===== src/sv/rj_pkg.sv =====
package rj_pkg;

    typedef logic signed [31:0] fix_t;

    // input transfer: state vector
    typedef struct packed {
        fix_t pos_x;
        fix_t pos_y;
        fix_t vel_x;
        fix_t vel_y;
    } in_t;

    // output transfer: Jacobian entries
    typedef struct packed {
        fix_t drange_dx;
        fix_t drange_dy;
        fix_t dbearing_dx;
        fix_t dbearing_dy;
        fix_t drate_dx;
        fix_t drate_dy;
        logic near_origin;
    } out_t;

    // front to back: classified item with squares and cross products
    typedef struct packed {
        logic [31:0]        xm;
        logic [31:0]        ym;
        logic               xn;
        logic               yn;
        logic               near;
        logic [63:0]        xx;
        logic [63:0]        yy;
        logic signed [63:0] p1;
        logic signed [63:0] p2;
    } fq_t;

    localparam logic [15:0] THR_RESET   = 16'd66;
    localparam logic [31:0] SAT_POS     = 32'h7FFF_FFFF;
    localparam logic [31:0] SAT_NEG_MAG = 32'h8000_0000;
    localparam int          SQ_LAT      = 32;
    localparam int          DIV_STEPS   = 32;
    localparam int          DIV_LAT     = DIV_STEPS + 1;

endpackage


===== src/sv/rj_queue.sv =====
module rj_queue import rj_pkg::*; (
    input  logic aclk,
    input  logic aresetn,
    input  fq_t  in_data,
    input  logic in_valid,
    output logic in_ready,
    output fq_t  out_data,
    output logic out_valid,
    input  logic out_ready
);

    fq_t        mem [2];
    logic       wr_ptr_reg, rd_ptr_reg;
    logic [1:0] cnt_reg;
    logic       push, pop;

    assign in_ready  = (cnt_reg != 2'd2);
    assign out_valid = (cnt_reg != 2'd0);
    assign push      = in_valid && in_ready;
    assign pop       = out_valid && out_ready;
    assign out_data  = mem[rd_ptr_reg];

    always_ff @(posedge aclk) begin
        if (!aresetn) begin
            wr_ptr_reg <= 1'b0;
            rd_ptr_reg <= 1'b0;
            cnt_reg    <= 2'd0;
        end else begin
            if (push) begin
                wr_ptr_reg <= !wr_ptr_reg;
            end
            if (pop) begin
                rd_ptr_reg <= !rd_ptr_reg;
            end
            if (push && !pop) begin
                cnt_reg <= cnt_reg + 2'd1;
            end else if (pop && !push) begin
                cnt_reg <= cnt_reg - 2'd1;
            end
        end
    end

    always_ff @(posedge aclk) begin
        if (push) begin
            mem[wr_ptr_reg] <= in_data;
        end
    end

endmodule


===== config.mk =====
export PLATFORM = sky130hd
export DESIGN_NAME = rj_queue
export DESIGN_NICKNAME = d
export VERILOG_FILES = /design/src/sv/rj_pkg.sv /design/src/sv/rj_queue.sv
export SDC_FILE = /design/constraint.sdc
export NUM_CORES = 1
export LEC_CHECK = 0
export ABC_CLOCK_PERIOD_IN_PS = 19100
export BUFFER_PORTS_ARGS = -buffer_cell sky130_fd_sc_hd__buf_2
export CAP_MARGIN = 25
export CORE_AREA = 2 2 252 254
export DETAILED_ROUTE_END_ITERATION = 6
export DIE_AREA = 0 0 254 256
export SYNTH_ARGS = -nofsm -noshare
export SYNTH_HDL_FRONTEND = slang
export SYNTH_SLANG_ARGS = --single-unit
export TNS_END_PERCENT = 50

===== constraint.sdc =====
create_clock -name aclk -period 19.1 [get_ports aclk]
set_input_delay 5.73 -clock aclk [delete_from_list [all_inputs] [get_ports aclk]]
set_output_delay 5.73 -clock aclk [all_outputs]
set_load 0.005 [all_outputs]

* After elaboration in Yosys (flattened, before gate mapping)
Memory sizes are Yosys's and may differ from the RTL's. A register that Yosys moved wholly into a read port is not among the register bits.
Index checks and enable logic that the tools add are counted.
** Storage, ports and cells
- Logic and storage cells :: 23
- Bits in registers :: 4
- Input port bits :: 327
- Memories kept :: 1
- Output and inout bits :: 325
- RAM bits :: 646
** Cells by class
- Muxes and demuxes :: 6
- Equality and inequality tests :: 1
- Reductions and logical operators :: 10
- Add/subtract/negate cells :: 2
** Memory list
- mem :: depth 2, width 323, rd ports 1, clocked after Yosys merged registers in 1, wr ports 1, line rj_queue.sv:12 : fq_t mem [2];
** Operator list (number)
- 1-bit logical AND :: 4
- 1-bit logical NOT :: 4
- 1-bit two-way mux :: 4
- 2-bit two-way mux :: 2
- 2-bit nonzero test :: 2
- 2-bit by 1-bit adder with 2-bit output (second input constant) :: 1
- 2-bit != test (second input constant) :: 1
- 2-bit by 1-bit subtractor with 2-bit output (second input constant) :: 1

* Depth between registers and ports, before layout
- Word-level depth :: 6
- Depth in mapped cells :: 6
- Gate-level depth less buffers :: 6

* Worst setup path before layout
Ideal clock, no wire load.
- Path type :: input-to-reg
- Start point :: input in_valid
- End point :: memory mem[1][0] in the netlist's numbering, enable pin
- Stages on the path :: 1
- Required time :: 18.372 ns
- Arrival time :: 13.121 ns
- Setup slack :: 5.251 ns
- Cells stage by stage :: and3_1
** On the way
- Cells in the longest elaborated chain, start to end :: 3
** RTL lines
- start: declaration :: line rj_queue.sv:5 : input logic in_valid,
- 1-bit logical AND :: line rj_queue.sv:19 : assign push = in_valid && in_ready;
- 1-bit two-way mux :: line rj_queue.sv:44 : if (push) begin
- 1-bit two-way mux (implied by the code) :: line rj_queue.sv:45 : mem[wr_ptr_reg] <= in_data;
- end: declaration :: line rj_queue.sv:12
No other way between the ends.

==> flow_summary_export.csv <==
group,metric,value,unit
status,status,"finished, final reports clean",
die,die_y,256,um
min_path,hp-class,"reg2reg",
clocking,cts_root_buffer,"clkbuf_16",
critical_path,r2r_cells,7,
timing,rsz0062_at_grt,"no",
die,dieArea,0.06502,mm2
final_layout,nets,2058,
synthesis,netlist_area,0.02467,mm2
clocking,cts_tree,"built",
timing,drv_slew,0,
timing,finalHoldViolCount,0,
final_layout,num-fill-cells,5204,
synthesis,synth-compound-area-share,0.001420,
grt,gr-total-overflow,0,
clocking,clkLatencyLatePin,0.59,ns
synthesis,synthMuxAreaShare,0.1885,
pwr,power.density,130.8,mW/mm2
final_layout,final_area,0.03089,mm2
drt,drt_iter0_markers,621,
drt,avgRoutedWirePerCell,20.71,um
synthesis,syn_inst,1029,
timing,worstMarginPinSlew,1.034,ns
final_layout,regArea,0.01950,mm2
clocking,cts_setup_buffers,0,
timing,final-setup-viol-count,0,
timing,fmax,104.6,MHz
grt,grt_max_degree,121,
grt,first_global_vias,12665,
placement,dp_slack,9.307,ns
pwr,p_leak,11.92,nW
critical_path,end_kind,"primary output",
critical_path,reg2reg_from,"cnt_reg[0]",
drt,via_count,12241,
grt,met2_usage,0.2861,
clocking,ctsResizeCount,0,
die,die_x,254,um
timing,tns,0,ns
run,maxCapViolations,0,
synthesis,yosysTopAreaCell,"edfxtp_1",
synthesis,yosys.area_share.simple,0.002638,
synthesis,post-synth-top-area-fraction,0.7864,
die,io_pins,652,
placement,io_buffers,651,
critical_path,setup.worst_path.end,"out_data[222]",
grt,grtUsageMet3,0.05370,
critical_path,cp_max_fo,57,
grt,grt_pass1_wl,77840,um
placement,dp_hpwl,38010,um
final_layout,largest_reg_flops,646,
synthesis,syn_avg_cell_area,23.97,um2
timing,fin_skew,0.02242,ns
final_layout,multi_input_area,0.004795,mm2
critical_path,cp-start-kind,"flop",
die,core_area,0.06239,mm2
synthesis,ys_seq_area_frac,0.7905,
final_layout,synthToLayoutAreaGrowth,25.23,%
synthesis,synth_fa_ha_area_frac,0.0005073,
critical_path,r2r_slack,14.70,ns
critical_path,cpPeakStageDelay,1.03,ns
placement,place_area,0.02879,mm2
critical_path,r2r-end,"mem[0][237]",
critical_path,worstSetupPathType,"reg2out",
clocking,numClockSinks,651,
grt,grtUsageTotal,0.1615,
drt,dr.pass1.iters,4,
die,num_rows,92,
synthesis,yosysWarnings,0,
synthesis,synthDistinctLibCells,21,
drt,detail_route.wirelength,54660,um
synthesis,syn-num-nets,1357,
drt,drc,0,
timing,slew_headroom,0.3106,
clocking,holdBufCountCts,0,
clocking,clock_path_buffers,3,
timing,setup_ws,9.536,ns
grt,met1_usage,0.1747,
grt,top_usage_layer,"met2",
synthesis,synth_top_family_by_area,"multiplexers",
critical_path,slowest_stage,"dfxtp_4",
clocking,cts_buffers,67,
clocking,htree_levels,3,
synthesis,ys_seq_elements,651,
timing,period_share,0.5007,
critical_path,worstPathArrival,3.83,ns
drt,postRouteAntennaNets,0,
critical_path,crit_chain,"buf_4, buf_16, buf_4, mux2_4, buf_2",
critical_path,crit_top_cell,"buf_4",
timing,min_period,9.564,ns
synthesis,synth-xor-area-share,0.001065,
critical_path,critPathRequiredTime,13.37,ns
grt,antenna_found_initial,19,
placement,gp_congestion,0.7961,
pwr,ir_worst_vdd,0.0001062,V
drt,viasPerCell,4.637,
die,initial_core_util,0.3954,
synthesis,synth.area.top_cells,"edfxtp_1, mux2_4, mux2_2",
final_layout,drive_above_1_share,0.6096,
clocking,cts.clk_slew.worst_paths,0.06,ns
## how the worst min path moves through the flow
| stage | from | depth (start not counted) | to | slack [ns] |
|---|---|---|---|---|
| after floorplan | cnt_reg[1] | 2 | cnt_reg[1] | 0.51 |
| after global placement | cnt_reg[1] | 2 | cnt_reg[1] | 0.53 |
| after detailed placement | cnt_reg[1] | 2 | cnt_reg[1] | 0.56 |
| after CTS | cnt_reg[1] | 2 | cnt_reg[1] | 0.57 |
| after global routing | rd_ptr_reg | 2 | flop | 0.60 |
| final | cnt_reg[1] | 2 | cnt_reg[1] | 0.57 |
## cell usage after synthesis, drive strengths merged
cell / n
inv: 1
dfxtp: 5
or3: 1
a21bo: 1
ha: 1
nand3b: 1
buf: 36
xnor2: 2
xor2: 1
o21ai: 2
nand2b: 1
or2: 1
a21boi: 2
and3: 1
and2: 4
mux2: 323
edfxtp: 646
## power by group
group	switching (W)	internal (W)	leakage (nW)	total (W)
Sequential	0.0000616	0.00179	6.07	0.00185
Clock	0.000527	0.000678	0.988	0.00120
Combinational	0.000461	0.000529	4.86	0.000990
## layout by cell type (no fill, tap or decap), types with 2 or more instances in the layout
master     count
and2_1         4
buf_2        651
xnor2_1        2
edfxtp_1     646
clkinv_1      13
mux2_4       270
buf_4         12
clkinv_8       3
clkinv_2      12
buf_16         4
mux2_2        53
clkbuf_1      19
dfxtp_1        4
diode_2       11
inv_6          3
clkbuf_16     68
## area by class of cell
class	count	share of cell area
antenna	11	0.0008911
clock buffer	88	0.05784
clock inverter	34	0.007453
inverter	1	0.0003645
multi-input combinational	341	0.1552
sequential	651	0.6314
tap	846	0.03427
timing repair buffer	668	0.1126
## kinds of logic (layout without fill, tap and decap cells)
kind of cell	after synthesis	count (layout)
flip-flops	651	651
multiplexers	323	323
buffers and inverters	37	791
AND/OR/NAND/NOR	9	9
AO/OA/AOI/OAI	5	5
XOR/XNOR	3	3
adder cells (fa/ha/maj)	1	1
other	0	11
## worst max-delay path: cells and delay by family, from the launching register on
family / cells / cell delay, ns
buffers and inverters: 4 / 1.76
flip-flops: 1 / 1.03
multiplexers: 1 / 0.36
## through the flow
stage,std cells,hold WS [ns],power (W),utilization
final,2640,0.5655,0.004041,0.4951
after CTS,2627,0.5696,0.004101,0.4938
after global routing,2639,0.6042,0.004222,0.4951
after detailed placement,2505,0.5591,0.002885,0.4615
after global placement,2502,0.5294,0.002869,0.4603
after floorplan,1029,0.5124,0.002553,-
## layer usage
layer | share of wire | vias to the layer above
met4 | 0.028 | 16
li1 | - | 5554
met2 | 0.53 | 428
met5 | 0.0020 | -
met3 | 0.079 | 100
met1 | 0.36 | 6143
Power figures use the tool's default switching activity.
